--- src/sv/utf8v_pkg.sv ---
package utf8v_pkg;

   // Rule codes for the byte that follows a three- or four-byte lead
   localparam logic [2:0] RULE_NONE   = 3'd0;
   localparam logic [2:0] RULE_MIN_A0 = 3'd1;
   localparam logic [2:0] RULE_MAX_9F = 3'd2;
   localparam logic [2:0] RULE_MIN_90 = 3'd3;
   localparam logic [2:0] RULE_MAX_8F = 3'd4;

   // Byte values that bound the lead and continuation ranges
   localparam logic [7:0] CONT_MASK  = 8'hC0;
   localparam logic [7:0] CONT_TAG   = 8'h80;
   localparam logic [7:0] ASCII_MAX  = 8'h7F;
   localparam logic [7:0] LEAD2_MIN  = 8'hC2;
   localparam logic [7:0] LEAD2_MAX  = 8'hDF;
   localparam logic [7:0] LEAD3_MIN  = 8'hE0;
   localparam logic [7:0] LEAD3_MAX  = 8'hEF;
   localparam logic [7:0] LEAD4_MIN  = 8'hF0;
   localparam logic [7:0] LEAD4_MAX  = 8'hF4;
   localparam logic [7:0] LEAD3_SURR = 8'hED;
   localparam logic [7:0] BOUND_A0   = 8'hA0;
   localparam logic [7:0] BOUND_9F   = 8'h9F;
   localparam logic [7:0] BOUND_90   = 8'h90;
   localparam logic [7:0] BOUND_8F   = 8'h8F;

   // Decoder state carried from one item to the next
   typedef struct packed {
      logic [1:0] pending_count;
      logic [2:0] second_rule;
      logic       error_seen;
   } utf8v_state_type;

   localparam utf8v_state_type STATE_RESET = '{
      pending_count: 2'd0,
      second_rule:   RULE_NONE,
      error_seen:    1'b0
   };

endpackage

--- src/sv/utf8v_step.sv ---
module utf8v_step
   import utf8v_pkg::*;
(
   input  utf8v_state_type state_cur,
   input  logic [7:0]      data_byte,
   output utf8v_state_type state_nxt,
   output logic            text_ok
);

   logic is_cont;
   logic rule_ok;

   // Check the byte against the rule left by the lead byte
   always_comb begin
      is_cont = (data_byte & CONT_MASK) == CONT_TAG;
      case (state_cur.second_rule)
         RULE_MIN_A0: rule_ok = data_byte >= BOUND_A0;
         RULE_MAX_9F: rule_ok = data_byte <= BOUND_9F;
         RULE_MIN_90: rule_ok = data_byte >= BOUND_90;
         RULE_MAX_8F: rule_ok = data_byte <= BOUND_8F;
         default:     rule_ok = 1'b1;
      endcase
   end

   // Advance the decoder by one byte
   always_comb begin
      state_nxt = state_cur;
      if (data_byte == 8'd0) begin
         state_nxt.error_seen = 1'b1;
      end
      if (state_cur.pending_count != 2'd0) begin
         // expecting a continuation: drop the sequence on a mismatch
         if (!is_cont || !rule_ok) begin
            state_nxt.error_seen    = 1'b1;
            state_nxt.pending_count = 2'd0;
         end else begin
            state_nxt.pending_count = state_cur.pending_count - 2'd1;
         end
         state_nxt.second_rule = RULE_NONE;
      end else if (data_byte <= ASCII_MAX) begin
         // single-byte character: nothing to track
      end else if (data_byte inside {[LEAD2_MIN:LEAD2_MAX]}) begin
         state_nxt.pending_count = 2'd1;
         state_nxt.second_rule   = RULE_NONE;
      end else if (data_byte inside {[LEAD3_MIN:LEAD3_MAX]}) begin
         state_nxt.pending_count = 2'd2;
         if (data_byte == LEAD3_MIN) begin
            state_nxt.second_rule = RULE_MIN_A0;
         end else if (data_byte == LEAD3_SURR) begin
            state_nxt.second_rule = RULE_MAX_9F;
         end else begin
            state_nxt.second_rule = RULE_NONE;
         end
      end else if (data_byte inside {[LEAD4_MIN:LEAD4_MAX]}) begin
         state_nxt.pending_count = 2'd3;
         if (data_byte == LEAD4_MIN) begin
            state_nxt.second_rule = RULE_MIN_90;
         end else if (data_byte == LEAD4_MAX) begin
            state_nxt.second_rule = RULE_MAX_8F;
         end else begin
            state_nxt.second_rule = RULE_NONE;
         end
      end else begin
         // stray continuation, overlong two-byte lead or lead beyond U+10FFFF
         state_nxt.error_seen = 1'b1;
      end
      text_ok = !state_nxt.error_seen && (state_nxt.pending_count == 2'd0);
   end

endmodule

--- src/sv/utf8v_stream_validator_unit.sv ---
// Strict UTF-8 (RFC 3629) checker for a byte stream that also rejects zero
// bytes. One byte is taken per item, and req_ready stays high while the output
// stage has room, so a byte can be taken in every clock cycle; the decode of a
// byte is combinational compare logic feeding the decoder state registers.
// The item carrying req_last_byte registers one result for rsp_text_valid and
// returns the decoder to its reset state, so the next text can start in the
// following cycle. A two-entry output register (result plus skid) holds up to
// two results while the consumer stalls; req_ready drops only when both are
// full. Errors are sticky until the end of the text.
module utf8_stream_validator_unit
   import utf8v_pkg::*;
(
   input  logic       clock,
   input  logic       reset,
   input  logic       req_valid,
   output logic       req_ready,
   input  logic [7:0] req_data_byte,
   input  logic       req_last_byte,
   output logic       rsp_valid,
   input  logic       rsp_ready,
   output logic       rsp_text_valid
);

   utf8v_state_type state_ff;
   utf8v_state_type state_in;
   utf8v_state_type state_step;
   logic            step_ok;

   logic rsp_valid_ff, rsp_valid_in;
   logic rsp_text_ff,  rsp_text_in;
   logic skid_valid_ff, skid_valid_in;
   logic skid_text_ff,  skid_text_in;

   logic req_fire;
   logic rsp_fire;
   logic new_result;

   utf8v_step u_step (
      .state_cur (state_ff),
      .data_byte (req_data_byte),
      .state_nxt (state_step),
      .text_ok   (step_ok)
   );

   assign req_ready      = !skid_valid_ff;
   assign req_fire       = req_valid && req_ready;
   assign rsp_fire       = rsp_valid_ff && rsp_ready;
   assign new_result     = req_fire && req_last_byte;
   assign rsp_valid      = rsp_valid_ff;
   assign rsp_text_valid = rsp_text_ff;

   // Advance the decoder state; clear it after the final byte of a text
   always_comb begin
      state_in = state_ff;
      if (req_fire) begin
         state_in = req_last_byte ? STATE_RESET : state_step;
      end
   end

   // Hold results in the output register and spill into the skid stage
   always_comb begin
      rsp_valid_in  = rsp_valid_ff;
      rsp_text_in   = rsp_text_ff;
      skid_valid_in = skid_valid_ff;
      skid_text_in  = skid_text_ff;
      if (!rsp_valid_ff || rsp_fire) begin
         if (skid_valid_ff) begin
            rsp_valid_in  = 1'b1;
            rsp_text_in   = skid_text_ff;
            skid_valid_in = 1'b0;
         end else begin
            rsp_valid_in = new_result;
            rsp_text_in  = step_ok;
         end
      end else if (new_result) begin
         skid_valid_in = 1'b1;
         skid_text_in  = step_ok;
      end
   end

   always_ff @(posedge clock) begin
      if (reset) begin
         state_ff      <= STATE_RESET;
         rsp_valid_ff  <= 1'b0;
         skid_valid_ff <= 1'b0;
      end else begin
         state_ff      <= state_in;
         rsp_valid_ff  <= rsp_valid_in;
         skid_valid_ff <= skid_valid_in;
      end
   end

   always_ff @(posedge clock) begin
      rsp_text_ff  <= rsp_text_in;
      skid_text_ff <= skid_text_in;
   end

endmodule
--- config.mk ---
export PLATFORM = sky130hd
export DESIGN_NAME = utf8_stream_validator_unit
export DESIGN_NICKNAME = d
export VERILOG_FILES = /design/src/sv/utf8v_pkg.sv /design/src/sv/utf8v_step.sv /design/src/sv/utf8v_stream_validator_unit.sv
export SDC_FILE = /design/constraint.sdc
export NUM_CORES = 1
export LEC_CHECK = 0
export BUFFER_PORTS_ARGS = -buffer_cell sky130_fd_sc_hd__buf_2
export CAP_MARGIN = 20
export CORE_UTILIZATION = 50
export CTS_CLUSTER_DIAMETER = 100
export DETAILED_ROUTE_END_ITERATION = 6
export GPL_TIMING_DRIVEN = 0
export PLACE_DENSITY = 0.74
export REMOVE_ABC_BUFFERS = 1
export SYNTH_ARGS = -nofsm -noshare
export SYNTH_HDL_FRONTEND = slang
export SYNTH_HIERARCHICAL = 1
export SYNTH_SLANG_ARGS = --single-unit
export TNS_END_PERCENT = 20
--- constraint.sdc ---
create_clock -name clock -period 3.6 [get_ports clock]
set_input_delay 0 -clock clock [delete_from_list [all_inputs] [get_ports clock]]
set_output_delay 0 -clock clock [all_outputs]
set_load 0.01 [all_outputs]
==> flow_metrics.tcl <==
set metrics [dict create \
    synth_cell_types 33 \
    rsz0062_at_grt "no" \
    post_cts_buffers 0 \
    drv_cap 0 \
    grt_use_met3_pct 3.41 \
    fin_ws_ps 1740 \
    crit_end "rsp_text_valid" \
    area_delta_synth_final_pct 16.3 \
    clk_pin_slew_ps 60 \
    reg2reg_depth 6 \
    hold_ws_ps 85.4 \
    rows 13 \
    min_path_type "in2reg" \
    wire_per_inst_microns 12.5 \
    fin_setup_tns_ps 0 \
    fmax_mhz 539 \
    p_per_area_mw_per_mm2 303 \
    drive_above_1_share_pct 21.3 \
    die_area_sq_mm 0.00157 \
    critPathCaptureType "flip-flop" \
    n_antenna_cell 0 \
    clk_latency_ps 260 \
    p_leak_nw 0.315 \
    cts_buffer_depth 2 \
    relSlewSlack_pct 62.4 \
    first_pass_iters 4 \
    grt_usage_pct 21.7 \
    die_w_microns 39.6 \
    drt_iter0_drc 15 \
    place_ws_ps 1660 \
    cts_root_buf "clkbuf_4" \
    numCtsBuffers 3 \
    synth_warnings 6 \
    grt_pass1_vias 546 \
    netlist_area_sq_um 706 \
    core_sq_mm 0.00130 \
    period_share_pct 51.6 \
    final_nets 124 \
    grt-busiest-layer "met2" \
    reg2reg_to "rsp_text_valid" \
    drc_errors 0 \
    h-tree-depth 1 \
    hold_violations 0 \
    cp.required_ps 3620 \
    arrival_ps 1870 \
    io_pins 16 \
    grt.met2_usage_pct 34.0 \
    crit_type "reg2reg" \
    finClkSkew_ps 1.49 \
    crit_path_start_kind "flip-flop" \
    reg2reg_from "state_ff[2]" \
    synth_cells 92 \
    hpwl_microns 1190 \
    fin_util_pct 63.1 \
    slew_violations 0 \
    grt_max_degree 10 \
    gp_congestion 0.771 \
    finalSetupViolCount 0 \
    status "finished, final reports clean" \
    clkSinkCount 10 \
    ant_nets 0 \
    grt_overflow 0 \
    max-vdd-ir-drop_mv 0.224 \
    grt_pass1_wl_microns 2230 \
    worstMarginPinSlew_ps 558 \
    wl_microns 1540 \
    synth.avg_cell_area_sq_um 7.67 \
    ys_seq_area_share_pct 31.2 \
    grt_antenna_before_repair 0 \
    die_y_microns 39.6 \
    viasPerCell 5.83 \
    ys_ff_latch 10 \
    critPathLaunch "state_ff[2]" \
    min_period_ps 1860 \
    cts_tree "yes" \
    crit_path_max_fanout 5 \
    io_buffer_count 15 \
    rrSetupSlack_ps 1740 \
    use_met1_pct 27.4 \
    start_util_pct 54.2 \
    num_vias 717 \
]
[power by group]
| part | total (mW) | switching (mW) | internal, mW | leakage [nW] |
|---|---|---|---|---|
| logic | 0.0523 | 0.0299 | 0.0224 | 0.217 |
| clock network | 0.0754 | 0.0368 | 0.0386 | 0.0138 |
| registers | 0.121 | 0.00185 | 0.119 | 0.0844 |
[repair_timing]
action / 4_1_cts / 5_1_grt
hold endpoints to repair: 7 / 0
gates resized for setup: 0 / 0
hold buffers: 1 / 0
[cell families after synthesis]
logic type / synth area share (%)
buf+inv: 4.79
simple gates: 30.5
mux: 3.01
fa+ha+maj: 1.77
flops: 31.2
compound gates: 28.7
[per-stage QoR]
stage / instances / total power [mW] / area (sq um)
after floorplan: 89 / 0.152 / 694
after global placement: 119 / 0.173 / 788
after detailed placement: 119 / 0.174 / 788
after CTS: 123 / 0.253 / 821
after global routing: 123 / 0.262 / 821
final: 123 / 0.248 / 821
[state kept, by name (all words and copies together) (netlist names)]
| name | cells |
|---|---|
| state_ff | 6 |
| rsp_text_valid | 1 |
| rsp_valid | 1 |
| skid_text_ff | 1 |
| skid_valid_ff | 1 |
[cells in the final DEF (no fill, tap or decap)]
cell type / instances
buf_2: 15
a21oi_1: 14
nand2_1: 11
dfxtp_1: 8
inv_1: 6
nand3b_1: 6
o21ai_0: 6
nor3_1: 4
nor2_1: 4
clkbuf_4: 3
nor3b_1: 3
nand2b_1: 2
edfxtp_1: 2
nand3_1: 2
nor4_1: 2
mux2_2: 1
and2b_2: 1
dlygate4sd3_1: 1
a31oi_1: 1
and3_1: 1
o21a_1: 1
a21o_1: 1
a211oi_1: 1
o221ai_1: 1
or3_4: 1
a41o_1: 1
mux2i_1: 1
a311oi_2: 1
o21ai_1: 1
o22ai_1: 1
o32ai_1: 1
a2111oi_0: 1
a2111o_1: 1
nor3_2: 1
ha_1: 1
[cell type report]
| class | count | area, sq um |
|---|---|---|
| tap | 15 | 18.8 |
| fill | 125 | 480 |
| multi-input combinational | 73 | 452 |
| inverter | 6 | 22.5 |
| timing repair buffer | 16 | 85.1 |
| sequential | 10 | 220 |
| clock buffer | 3 | 22.5 |
[cells in the mapped netlist, drive strengths merged]
master / n / area share (%)
a21oi: 14 / 9.9
dfxtp: 8 / 23
nor2: 4 / 2.1
nand3b: 6 / 6.4
clkbuf: 3 / 1.6
and3: 1 / 0.89
a211oi: 1 / 1.1
o21ai: 7 / 5.0
inv: 6 / 3.2
o32ai: 1 / 1.2
mux2: 1 / 1.6
o221ai: 1 / 1.2
a21o: 1 / 1.1
a2111o: 1 / 1.6
o21a: 1 / 1.1
a2111oi: 1 / 1.2
nor4: 2 / 1.8
nor3b: 3 / 3.2
ha: 1 / 1.8
and2b: 1 / 1.2
edfxtp: 2 / 8.5
nand2: 11 / 5.9
o22ai: 1 / 0.89
a311oi: 1 / 2.1
mux2i: 1 / 1.4
nand3: 2 / 1.4
a41o: 1 / 1.4
or3: 1 / 1.6
nand2b: 2 / 1.8
nor3: 5 / 4.3
a31oi: 1 / 0.89
[critical path: stages, from the launching register on]
cell      delay, ps
dfxtp_1         400
nor2_1           70
a311oi_2        250
o21ai_1         150
o32ai_1         370
nor3_2          100
mux2_2          270
[per-layer routing]
layer  part of all wire (%)  wire length (microns)
met1                     48                    739
met3                    4.3                     66
met2                     45                    698
met4                    2.3                     35
met5                      0                      0
[how the worst min path moves through the flow]
stage,from,to,slack (ps),cells past startpoint
floorplan,reset,rsp_valid,70,1
global placement,reset,state_ff[4],270,2
detailed placement,reset,state_ff[1],270,2
CTS,req_last_byte,state_ff[0],80,3
global route,req_last_byte,state_ff[0],100,3
finish,req_valid,skid_valid_ff,90,3
No activity file was read; power rests on OpenSTA's default activity.
